`src/sv/dss_pkg.sv`:
```
// Shared constants and a helper function for the dive sample summarizer.
// No dependencies.
package dss_pkg;
  localparam int unsigned TANKS_DEF = 8;
  localparam logic [1:0] KIND_SAMPLE  = 2'd0;
  localparam logic [1:0] KIND_SUMMARY = 2'd1;
  localparam logic [1:0] KIND_TANK    = 2'd2;
  localparam logic [1:0] REG_MAX_DEPTH = 2'd0;
  localparam logic [1:0] REG_MEAN_DEPTH = 2'd1;
  localparam logic [1:0] REG_WATER_TEMP = 2'd2;
  localparam logic [1:0] REG_DURATION = 2'd3;
  localparam int unsigned NEAR_LIMIT = 1000;
  localparam int unsigned LIN_TOL = 150;
  localparam logic [21:0] STEP_UNSET = 22'h200000;
  localparam logic [21:0] STEP_BROKEN = 22'h3FFFFF;
  localparam logic [63:0] SUM_POS = 64'sh4000000000000000;
  localparam logic [63:0] SUM_NEG = 64'shC000000000000000;

  // True when val is nonzero and more than NEAR_LIMIT away from old.
  function automatic logic far_from(input logic [19:0] old, input logic [19:0] val);
    logic [20:0] d;
    begin
      d = (old > val) ? {1'b0, old} - {1'b0, val} : {1'b0, val} - {1'b0, old};
      far_from = (val != 20'd0) && (d > 21'(NEAR_LIMIT));
    end
  endfunction
endpackage

```
`src/sv/dss_div.sv`:
```
// Restoring divider: 64-bit signed dividend by 26-bit positive divisor.
// One quotient bit per cycle; does not use dss_pkg.
module dss_div (
  input  logic        clk,
  input  logic        rst,
  input  logic        start,
  input  logic [63:0] dividend,
  input  logic [25:0] divisor,
  output logic        done,
  output logic [63:0] quotient
);
  logic [63:0] q;
  logic [26:0] rem;
  logic [6:0]  cnt;
  logic        busy;
  logic        neg;
  logic [26:0] trial;

  assign trial = {rem[25:0], q[63]} - {1'b0, divisor};

  // Shift one dividend bit in per cycle, subtract when it fits
  always_ff @(posedge clk) begin
    if (rst) begin
      busy <= 1'b0;
      done <= 1'b0;
    end else begin
      done <= 1'b0;
      if (start) begin
        busy <= 1'b1;
        neg  <= dividend[63];
        q    <= dividend[63] ? (64'd0 - dividend) : dividend;
        rem  <= '0;
        cnt  <= 7'd0;
      end else if (busy) begin
        if (!trial[26]) begin
          rem <= trial;
          q   <= {q[62:0], 1'b1};
        end else begin
          rem <= {rem[25:0], q[63]};
          q   <= {q[62:0], 1'b0};
        end
        cnt <= cnt + 7'd1;
        if (cnt == 7'd63) begin
          busy <= 1'b0;
          done <= 1'b1;
        end
      end
    end
  end

  assign quotient = neg ? (64'd0 - q) : q;
endmodule

```
`src/sv/dive_sample_summarizer_top.sv`:
```
// Dive sample summarizer top level.
// Uses dss_pkg and dss_div.
//
// Input stream s_axis: one depth-log sample per request. Output stream m_axis
// gives a cleaned sample per input; a sample with tlast also yields a summary
// (tuser=1) and one tank report per tank (tuser=2), the final one with tlast.
// Register port (APB): reported max depth, mean depth, water temp, duration
// at byte addresses 0, 4, 8, 12. pready is always high.
// Flow: an ordinary sample steps through accept, multiply, load the result
// register, and the result taken by the receiver; output stalls add to that,
// and the next sample is taken once the result is taken. A last sample
// further runs the serial divider for the mean depth, then gives the summary
// and walks the tanks, one report per accepted cycle.
// The integral term uses a 24x21 multiply registered before accumulation.
// Reset clears all tracking state and registers; tank arrays clear at once.
// A stalled receiver holds the result register and s_axis_tready stays low.
module dive_sample_summarizer_top #(
  parameter int unsigned TANKS = dss_pkg::TANKS_DEF
) (
  input  logic        clk,
  input  logic        rst,
  input  logic        s_axis_tvalid,
  output logic        s_axis_tready,
  // time_s[23:0], depth_mm[43:24], temp_mk[63:44], pressure_mbar[83:64],
  // tank_index[86:84], pad
  input  logic [87:0] s_axis_tdata,
  input  logic        s_axis_tlast,
  output logic        m_axis_tvalid,
  input  logic        m_axis_tready,
  // pressure_out[19:0], temp_out[39:20], duration_out[63:40],
  // mean_depth_out[83:64], max_depth_out[103:84], water_temp_out[123:104],
  // tank_number[126:124], tank_first_pressure[146:127],
  // tank_last_pressure[166:147], tank_linear[167]
  output logic [167:0] m_axis_tdata,
  // kind[1:0]
  output logic [1:0]  m_axis_tuser,
  output logic        m_axis_tlast,
  input  logic        psel,
  input  logic        penable,
  input  logic        pwrite,
  input  logic [3:0]  paddr,
  input  logic [31:0] pwdata,
  output logic [31:0] prdata,
  output logic        pready
);
  import dss_pkg::*;

  localparam int TW = (TANKS > 1) ? $clog2(TANKS) : 1;

  typedef enum logic [2:0] {S_IDLE, S_MUL, S_OUT, S_DSTART, S_DIV, S_SUM, S_TANK} state_t;
  state_t state;

  // registers
  logic [19:0] r_maxd, r_mean, r_wt;
  logic [23:0] r_dur;
  logic cfg_wr;
  assign pready = 1'b1;
  assign cfg_wr = psel && penable && pwrite;

  always_ff @(posedge clk) begin
    if (rst) begin
      r_maxd <= '0; r_mean <= '0; r_wt <= '0; r_dur <= '0;
    end else if (cfg_wr) begin
      unique case (paddr[3:2])
        REG_MAX_DEPTH:  r_maxd <= pwdata[19:0];
        REG_MEAN_DEPTH: r_mean <= pwdata[19:0];
        REG_WATER_TEMP: r_wt <= pwdata[19:0];
        REG_DURATION:   r_dur <= pwdata[23:0];
        default: ;
      endcase
    end
  end

  always_comb begin
    unique case (paddr[3:2])
      REG_MAX_DEPTH:  prdata = {12'd0, r_maxd};
      REG_MEAN_DEPTH: prdata = {12'd0, r_mean};
      REG_WATER_TEMP: prdata = {12'd0, r_wt};
      REG_DURATION:   prdata = {8'd0, r_dur};
      default:        prdata = '0;
    endcase
  end

  // input fields
  logic [23:0] in_t;
  logic [19:0] in_d, in_tp, in_p;
  logic [2:0]  in_k;
  logic [TW-1:0] kidx;
  assign in_t  = s_axis_tdata[23:0];
  assign in_d  = s_axis_tdata[43:24];
  assign in_tp = s_axis_tdata[63:44];
  assign in_p  = s_axis_tdata[83:64];
  assign in_k  = s_axis_tdata[86:84];
  assign kidx  = TW'(in_k);

  // tracking state
  logic [23:0] prev_time;
  logic [19:0] prev_depth, prev_temp, prev_pressure, deepest, coldest;
  logic [3:0]  prev_tank;
  logic [24:0] start_time, end_time;
  logic [63:0] depth_time_sum;
  logic [21:0] tank_step  [TANKS];
  logic [19:0] tank_first [TANKS];
  logic [19:0] tank_last  [TANKS];

  // product stage
  logic [24:0] dt;
  logic [20:0] dsum;
  logic [45:0] prod;
  logic        is_last;
  logic [TW-1:0] walk;

  // divider
  logic        div_start, div_done;
  logic [63:0] div_q;
  logic [25:0] span_reg;
  logic [25:0] span_c;
  logic [24:0] st_eff;

  assign st_eff = start_time[24] ? 25'd0 : start_time;
  assign span_c = {1'b0, end_time} - {1'b0, st_eff};
  assign div_start = (state == S_DSTART);

  // Fold the span sign into the dividend so the quotient sign follows both
  dss_div u_div (
    .clk(clk), .rst(rst), .start(div_start),
    .dividend(span_reg[25] ? (64'd0 - depth_time_sum) : depth_time_sum),
    .divisor(span_reg[25] ? (26'd0 - span_reg) : span_reg),
    .done(div_done), .quotient(div_q)
  );

  // per-sample combinational updates
  logic [19:0] pout, tout, cur, sd;
  logic        kin;
  logic [21:0] stepk;
  assign kin = {2'b0, in_k} < 5'(TANKS);
  assign stepk = kin ? tank_step[kidx] : STEP_UNSET;
  assign pout = ({1'b0, in_k} == prev_tank && in_p == prev_pressure) ? 20'd0 : in_p;
  assign tout = (in_tp != 20'd0 && in_tp == prev_temp) ? 20'd0 : in_tp;
  assign cur  = (in_p > prev_pressure) ? in_p - prev_pressure : prev_pressure - in_p;
  assign sd   = (cur > stepk[19:0]) ? cur - stepk[19:0] : stepk[19:0] - cur;

  // integral term: signed dt times depth sum, halved toward zero
  logic signed [46:0] prod_s;
  logic signed [63:0] term, sum_next;
  assign prod_s = dt[24] ? -$signed({1'b0, prod}) : $signed({1'b0, prod});
  assign term = 64'(prod_s >>> 1) + ((prod_s[46] && prod_s[0]) ? 64'sd1 : 64'sd0);
  always_comb begin
    if (term > 0 && $signed(depth_time_sum) > $signed(SUM_POS) - term)
      sum_next = SUM_POS;
    else if (term < 0 && $signed(depth_time_sum) < $signed(SUM_NEG) - term)
      sum_next = SUM_NEG;
    else
      sum_next = $signed(depth_time_sum) + term;
  end

  // summary values
  logic signed [63:0] mraw;
  logic [19:0] mean_c, sum_dur_mean, sum_maxd, sum_wt;
  logic [23:0] sum_dur;
  logic        has_end;
  assign has_end = !end_time[24];
  assign mraw = (span_reg == 26'd0) ? depth_time_sum : div_q;
  assign mean_c = mraw[63] ? 20'd0 : ((mraw > 64'sd1048575) ? 20'hFFFFF : mraw[19:0]);
  assign sum_dur = (has_end && !span_reg[25] && span_reg != 0) ? span_reg[23:0] : r_dur;
  assign sum_dur_mean = (has_end && far_from(r_mean, mean_c)) ? mean_c : r_mean;
  assign sum_maxd = (has_end && far_from(r_maxd, deepest)) ? deepest : r_maxd;
  assign sum_wt = (has_end && far_from(r_wt, coldest)) ? coldest : r_wt;

  logic [TW-1:0] last_tank;
  assign last_tank = TW'(TANKS - 1);
  assign s_axis_tready = (state == S_IDLE);

  always_ff @(posedge clk) begin
    if (rst) begin
      state <= S_IDLE;
      m_axis_tvalid <= 1'b0;
      prev_time <= '0; prev_depth <= '0; prev_temp <= '0; prev_pressure <= '0;
      prev_tank <= 4'd15; start_time <= 25'h1000000; end_time <= 25'h1000000;
      deepest <= '0; coldest <= '0; depth_time_sum <= '0;
      for (int i = 0; i < TANKS; i++) begin
        tank_step[i] <= STEP_UNSET; tank_first[i] <= '0; tank_last[i] <= '0;
      end
    end else begin
      unique case (state)
        S_IDLE: if (s_axis_tvalid) begin
          // linearity tracking and dedup
          if ({1'b0, in_k} == prev_tank && kin && stepk != STEP_BROKEN
              && prev_pressure != 0) begin
            if (stepk == STEP_UNSET) tank_step[kidx] <= {2'b0, cur};
            else if (cur != 0 && (stepk[21:20] != 2'b0 || sd > 20'(LIN_TOL)))
              tank_step[kidx] <= STEP_BROKEN;
          end
          prev_tank <= {1'b0, in_k};
          prev_pressure <= in_p;
          if (prev_depth != 0) end_time <= {1'b0, in_t};
          if (in_d != 0) begin
            if (start_time[24]) start_time <= {1'b0, prev_time};
            if (in_d > deepest) deepest <= in_d;
          end
          if (pout != 0 && kin) begin
            if (tank_first[kidx] == 0) tank_first[kidx] <= pout;
            tank_last[kidx] <= pout;
          end
          if (in_tp != 0) begin
            prev_temp <= in_tp;
            if (coldest == 0 || in_tp < coldest) coldest <= in_tp;
          end
          dt <= {1'b0, in_t} - {1'b0, prev_time};
          dsum <= {1'b0, prev_depth} + {1'b0, in_d};
          prev_depth <= in_d;
          prev_time <= in_t;
          is_last <= s_axis_tlast;
          m_axis_tuser <= KIND_SAMPLE;
          m_axis_tlast <= !s_axis_tlast;
          m_axis_tdata <= {128'd0, tout, pout};
          state <= S_MUL;
        end
        S_MUL: begin
          prod <= {21'd0, dt[24] ? 25'd0 - dt : dt} * {25'd0, dsum};
          state <= S_OUT;
        end
        S_OUT: begin
          if (!m_axis_tvalid) begin
            depth_time_sum <= sum_next;
            m_axis_tvalid <= 1'b1;
          end else if (m_axis_tready) begin
            m_axis_tvalid <= 1'b0;
            span_reg <= span_c;
            if (is_last) state <= S_DSTART;
            else state <= S_IDLE;
          end
        end
        // Launch the divider for one cycle
        S_DSTART: state <= S_DIV;
        S_DIV: if (div_done) begin
          m_axis_tuser <= KIND_SUMMARY;
          m_axis_tlast <= 1'b0;
          m_axis_tdata <= {44'd0, sum_wt, sum_maxd, sum_dur_mean, sum_dur, 40'd0};
          m_axis_tvalid <= 1'b1;
          walk <= '0;
          state <= S_SUM;
        end
        S_SUM, S_TANK: if (m_axis_tready) begin
          if (state == S_TANK && walk == last_tank) begin
            m_axis_tvalid <= 1'b0;
            prev_time <= '0; prev_depth <= '0; prev_temp <= '0; prev_pressure <= '0;
            prev_tank <= 4'd15; start_time <= 25'h1000000; end_time <= 25'h1000000;
            deepest <= '0; coldest <= '0; depth_time_sum <= '0;
            for (int i = 0; i < TANKS; i++) begin
              tank_step[i] <= STEP_UNSET; tank_first[i] <= '0; tank_last[i] <= '0;
            end
            state <= S_IDLE;
          end else begin
            if (state == S_TANK) walk <= walk + TW'(1);
            m_axis_tuser <= KIND_TANK;
            m_axis_tlast <= (state == S_TANK ? walk + TW'(1) : walk) == last_tank;
            m_axis_tdata <= {
              tank_step[state == S_TANK ? walk + TW'(1) : walk] != STEP_UNSET &&
              tank_step[state == S_TANK ? walk + TW'(1) : walk] != STEP_BROKEN,
              tank_last[state == S_TANK ? walk + TW'(1) : walk],
              tank_first[state == S_TANK ? walk + TW'(1) : walk],
              3'((state == S_TANK) ? walk + TW'(1) : walk), 124'd0};
            state <= S_TANK;
          end
        end
        default: state <= S_IDLE;
      endcase
    end
  end

`ifndef ASSERT_OFF
  a_ready_idle: assert property (@(posedge clk) disable iff (rst)
    s_axis_tready |-> !m_axis_tvalid) else $error("ready while result pending");
  a_div_start: assert property (@(posedge clk) disable iff (rst)
    div_start |-> !m_axis_tvalid) else $error("divider started with result pending");
  a_tank_kind: assert property (@(posedge clk) disable iff (rst)
    (m_axis_tvalid && state == S_TANK) |-> m_axis_tuser == KIND_TANK)
    else $error("tank walk with wrong kind");
`endif
endmodule
```
`config.mk`:
```
export PLATFORM = sky130hd
export DESIGN_NAME = dive_sample_summarizer_top
export DESIGN_NICKNAME = d
export VERILOG_FILES = /design/src/sv/dss_pkg.sv /design/src/sv/dss_div.sv /design/src/sv/dive_sample_summarizer_top.sv
export SDC_FILE = /design/constraint.sdc
export NUM_CORES = 2
export LEC_CHECK = 0
export ABC_AREA = 1
export BUFFER_PORTS_ARGS = -buffer_cell sky130_fd_sc_hd__buf_2
export CORE_MARGIN = 1.5
export CORE_UTILIZATION = 40
export CTS_BUF_LIST = sky130_fd_sc_hd__clkbuf_8
export DETAILED_ROUTE_END_ITERATION = 16
export HOLD_SLACK_MARGIN = 0.08
export PLACE_DENSITY = 0.63
export SLEW_MARGIN = 10
export SYNTH_ARGS = -nofsm -noshare
export SYNTH_HDL_FRONTEND = slang
export SYNTH_SLANG_ARGS = --single-unit
export TNS_END_PERCENT = 5
```
`constraint.sdc`:
```
create_clock -name clk -period 16.3 [get_ports clk]
set_clock_uncertainty 0.05 [all_clocks]
set_input_delay 0.815 -clock clk [delete_from_list [all_inputs] [get_ports clk]]
set_output_delay 0.815 -clock clk [all_outputs]
set_load 0.01 [all_outputs]
```
## Word-level counts from Yosys, hierarchy flattened

Memory sizes are Yosys's and may differ from the RTL's.
Index checks and enable logic that the tools add are counted.

| word-level totals | value |
|---|---|
| bits in registers | 723 |
| memory bits (writable) | 496 |
| input bits | 132 |
| output and inout port bits | 206 |
| logic and storage cells | 383 |
| memories kept | 3 |

| operators by class | value |
|---|---|
| add/sub/neg operators | 26 |
| multipliers | 1 |
| magnitude comparators | 16 |
| eq/ne operators | 33 |
| muxes and demuxes | 172 |
| bitwise gates (word level) | 27 |
| reduce and logical (&&, ||, !) cells | 73 |

Memories:

| name | depth | bits a word | rd ports | clocked after memory_dff | wr ports | RTL line | RTL |
|---|---|---|---|---|---|---|---|
| tank_step | 8 | 22 | 2 | 0 | 8 | dive_sample_summarizer_top.sv:102 | `logic [21:0] tank_step [TANKS];` |
| tank_first | 8 | 20 | 2 | 0 | 8 | dive_sample_summarizer_top.sv:103 | `logic [19:0] tank_first [TANKS];` |
| tank_last | 8 | 20 | 1 | 0 | 8 | dive_sample_summarizer_top.sv:104 | `logic [19:0] tank_last [TANKS];` |

Operator list:

| kind | count |
|---|---|
| $mux 20 | 39 |
| $mux 64 | 11 |
| $mux 168 | 4 |
| $pmux 168 s3 | 1 |
| $mux 22 | 10 |
| $pmux 20 s2 | 5 |
| $sub 1x64->64 const A | 3 |
| $reduce_bool 20->1 | 9 |
| $mux 25 | 7 |
| $mux 24 | 6 |
| $pmux 32 s4 | 1 |
| $pmux 64 s2 | 1 |
| $sub 20x20->21 | 6 |
| $gt 20x20->1 | 6 |
| $pmux 25 s2 | 2 |
| $sub 20x20->20 | 4 |
| $mux 26 | 3 |
| $ne 22x22->1 const B | 3 |
| $add 64x47->64 | 1 |
| $gt 64x21->1 const B | 1 |
| $gt 64x64->1 | 1 |
| $lt 64x64->1 | 1 |
| $sub 63x47->64 const A | 1 |
| $sub 64x47->64 const A | 1 |
| other kinds (61) | 221 |

## Logic depth before layout (Yosys ltp)

| depth | value |
|---|---|
| depth after elaboration | 17 |
| gate-level depth with buffers | 54 |
| depth with buffers taken out | 54 |

## Hierarchy

From an unflattened synthesis, not the netlist that was laid out.

| second synthesis, totals | value |
|---|---|
| cells, all modules | 13,659 |
| area total of the unflattened synthesis | 103,153.9 um2 |

Modules (own cells, without submodules):

| module | times used | cells an instance | area each (um2) | sequential area each (um2) |
|---|---|---|---|---|
| dive_sample_summarizer_top | 1 | 11,928 | 92,467.4 | 30,299.1 |
| dss_div | 1 | 1,731 | 10,686.5 | 2,982.9 |

## Worst setup path before layout

Ideal clock, no wire load.

| timing | value |
|---|---|
| path type | input-to-reg |
| from | input rst |
| to | register m_axis_tdata[0] (enable) |
| setup time | 955 ps |
| arrival | 13,752 ps |
| path slack | 1,543 ps |
| stages | 3 |
| buffers on the path | 1 |
| path through | clkbuf_1 a211o_1 a211oi_1 |

| on the way | value |
|---|---|
| word-level cells in the longest chain between the ends | 2 |

Ends and longest elaborated chain:

| what | RTL line | RTL |
|---|---|---|
| start: declaration | dive_sample_summarizer_top.sv:21 | `input logic rst,` |
| $not 1->1 (no line) | n/a |  |
| $reduce_and 6->1 (no line) | n/a |  |
| end signal: assignment | dive_sample_summarizer_top.sv:216 | `m_axis_tdata <= {128'd0, tout, pout};` |
| end signal: assignment | dive_sample_summarizer_top.sv:239 | `m_axis_tdata <= {44'd0, sum_wt, sum_maxd, sum_dur_mean, sum_dur, 40'd0};` |
| end signal: assignment | dive_sample_summarizer_top.sv:258 | `m_axis_tdata <= {` |
| end: declaration | dive_sample_summarizer_top.sv:34 | `output logic [167:0] m_axis_tdata,` |

Every way passes these cells.
A chain may end at the register's enable or synchronous reset.

==> impl_summary.md <==
Run status
The flow ran to the end, and the final reports show no timing, DRC or antenna violations.

Place
The count of buffers inserted at the top-level ports is 317. The instance area at placement is 103000 µm². The post-DP HPWL is 251000 µm. At the end of routability-driven placement, the weighted congestion stood at 1.03. The number of placed instances with taps included is 15714.

STA
Setup repair after global routing left no endpoint under its margin. For the pin with the worst max-slew slack, the measured transition is 1.24 ns. The total count of max-transition violations in the final report is 0. Setup violations remaining at the end of the flow were counted as 0. Measured against its own limit, the worst slew margin works out to 0.173.

In the finished design, the share of the clock period the worst path needs comes to 0.657. Derived from the worst setup path, the maximum achievable clock frequency is 93.4 MHz. The smallest clock period supported by the final layout is computed as 10.70 ns.

The worst-case hold slack is 0.147 ns. The final-report hold violation count is 0. The accumulated negative setup slack is 0 ns.

Floorplanning
The area of the die is 249000 µm². The number of top-level pins is 338. The floorplan step set the die height to 499 µm. The initial core utilization is 0.402. Measured along the x axis, the die boundary spans 499 µm. The row count is 182. The region available for standard cell placement spans 245000 µm².

Detailed routing
The number of antenna-violating nets in the routed design is 0. The DRC violations left is 0. The number of search-and-repair iterations in the first detailed-routing pass is 6. The final route contains 88660 vias. For this block, the initial DRC count from the detailed router was 8602. Using the TritonRoute via totals, the vias-per-cell ratio works out to 5.48. The final layout contains routed wiring with a total length of 338000 µm.

The average wire length per cell after detail routing is 20.9 µm.

Setup path
The critical path endpoint category is a flip-flop. Of all nets on the critical path, the largest fanout is 25. The most frequent cell on the critical path is o21ai_1. For this design, the slowest cell found on the critical path is nand2_1. The largest stage delay on the critical path is 0.88 ns. The endpoint required time on the critical path is 16.96 ns. The endpoint arrival time on the critical path is 11.36 ns. The type of origin of the critical path is a primary input. The critical path is of the primary input to flip-flop type.

Cells and area
Summing all multi-input logic gate instances after layout gives 57300 µm². After filler insertion, the fill cell instance count of the layout stands at 24901. The register with the most flip-flops in the layout has 176 of them. The area overhead of the layout relative to synthesis is 9.59%.

The finished cells cover 108000 µm². The register cell area after layout is 33300 µm². Of the cells placed in the final design, the portion with a size suffix greater than 1 is 0.0724. The net count of the finished layout is 13961.

The largest registers in the layout are tank_step (176), m_axis_tdata (168). The top register by number of flip-flops is tank_step. For this run, the number of standard cells in the final layout without fillers is 16174.

Yosys
The most frequently used cell type in the post-synthesis netlist is nand2_1. Among all flip-flop cells after synthesis, the most frequent one is edfxtp_1. The library cell occupying the most area in the post-synthesis netlist is edfxtp_1. The number of flip-flops and latches in the synthesized netlist is 1219. Of the synthesized area, sequential elements account for 0.338. In the post-synthesis netlist, the biggest area contributors are edfxtp_1 (27%), nand2_1 (9.5%), fa_1 (9.1%). Sorting the synthesized cells by how often they occur yields nand2_1 (2497), nor2_1 (1600), inv_1 (1587). The number of instances in the synthesized netlist is 12589. The proportion of netlist area held by the largest area contributor is 0.270. After synthesis, the mean cell area works out to 7.83 µm². The share of synthesized flip-flops with an asynchronous set or reset is 0.

In this run, synthesis inferred 887 flip-flops with an integrated enable. Counting distinct cell types in the post-synthesis netlist gives 83. The number of warning messages in the yosys log is 0. After synthesis the cells add up to 98600 µm².

Clock network
The number of sinks on the clock net is 1219. The number of setup buffers added after CTS is 0. The clock-pin slew on the worst setup and hold paths is 0.07 ns. The clock passes through at most 3 buffers. The clock tree from TritonCTS is built. The CTS root buffer is clkbuf_8. The clock latency on the worst-skew pair is 1.03 ns. CTS built an H-tree with a depth of 4. Buffers inserted during clock tree synthesis total 202.

GRT
In the global route stage, overall resource usage came out at 0.264. The maximum number of pins on one net before global-route repair is 226. The number of antenna violations at the first check in global routing is 39. The number of global-route vias before repair is 84995. For this run the aggregate overflow at the end of global routing stands at 0. The global-route wire length before repair is 511000 µm.

Run
The tool flagged a number of max-cap violations equal to 0.

Min path
The classification of the worst-slack hold path is primary input to flip-flop.
## logic make-up (layout without fill, tap and decap cells)
group / after synthesis / after routing / share of synthesized area
and+or+nand+nor: 5316 / 5316 / 0.227
AOI/OAI and AO/OA: 2254 / 2254 / 0.130
adders and majority gates: 1074 / 1074 / 0.170
buffers and inverters: 2167 / 2501 / 0.0840
DFF: 1219 / 1219 / 0.338
muxes: 12 / 12 / 0.00122
other: 2 / 33 / 0.0000762
xor gates and xnor gates: 545 / 545 / 0.0494
## layout make-up
class | instances | area share
multi-input cells | 9210 | 0.530
flip-flops and latches | 1219 | 0.308
inverters | 1626 | 0.0566
well taps | 3220 | 0.0373
repair buffers | 496 | 0.0287
clock buffers | 217 | 0.0276
clock inverters | 162 | 0.0111
diodes | 24 | 0.000556
## critical path: cells and delay by family
family                     cells  cell delay, ns
AOI/OAI and AO/OA             16            2.72
xor gates and xnor gates       1            0.49
adders and majority gates      3            0.94
buffers and inverters          7            1.64
muxes                          1            0.30
and+or+nand+nor               11            4.43
## cells in the final DEF (no fill, tap or decap), types with 99 or more instances in the layout
cell type,n
a21oi_1,965
buf_2,316
buf_4,120
clkbuf_8,217
dfxtp_1,332
edfxtp_1,887
fa_1,449
ha_1,625
inv_1,1649
nand2_1,2487
nand3_1,410
nand4_1,183
nor2_1,1591
nor3_1,317
o21ai_0,678
o22ai_1,99
xnor2_1,146
xor2_1,388
## per-stage QoR
step                       util  setup slack [ns]
after floorplan               -              1.54
after global placement    0.421              5.44
after detailed placement  0.421              5.41
after CTS                 0.440              5.90
after global routing      0.440              4.81
final                     0.440              5.60
## final timing paths
path                                                 endpoint                           from  slack [ns]  cells after the start
worst min register to register    start_time[18]$_SDFFE_PP0P_     prev_time[18]$_SDFFE_PP0P_        0.41                      2
worst max-delay path            tank_step[6][7]$_SDFFCE_PN0P_               s_axis_tdata[64]        5.60                     39
worst min-delay path               m_axis_tvalid$_SDFFE_PP0P_                  m_axis_tready        0.15                      4
worst max register to register  tank_step[6][7]$_SDFFCE_PN0P_  prev_pressure[0]$_SDFFE_PP0P_        5.80                     36
## per-layer routing
metal | wire length (µm) | up-vias | global-route usage
met3 | 27000 | 739 | 0.0462
met2 | 152000 | 3622 | 0.420
met1 | 139000 | 42093 | 0.344
met5 | 112 | - | 0
met4 | 18700 | 16 | 0.134
li1 | - | 42190 | -
## repair_timing
action / 4_1_cts / 5_1_grt
resized for setup: 0 / 0
hold endpoints to repair: 74 / 0
hold buffers: 57 / 0
Power is left out: the tool's default activity adds up to more than one toggle a clock period on the data nets, which glitch-free logic cannot reach.
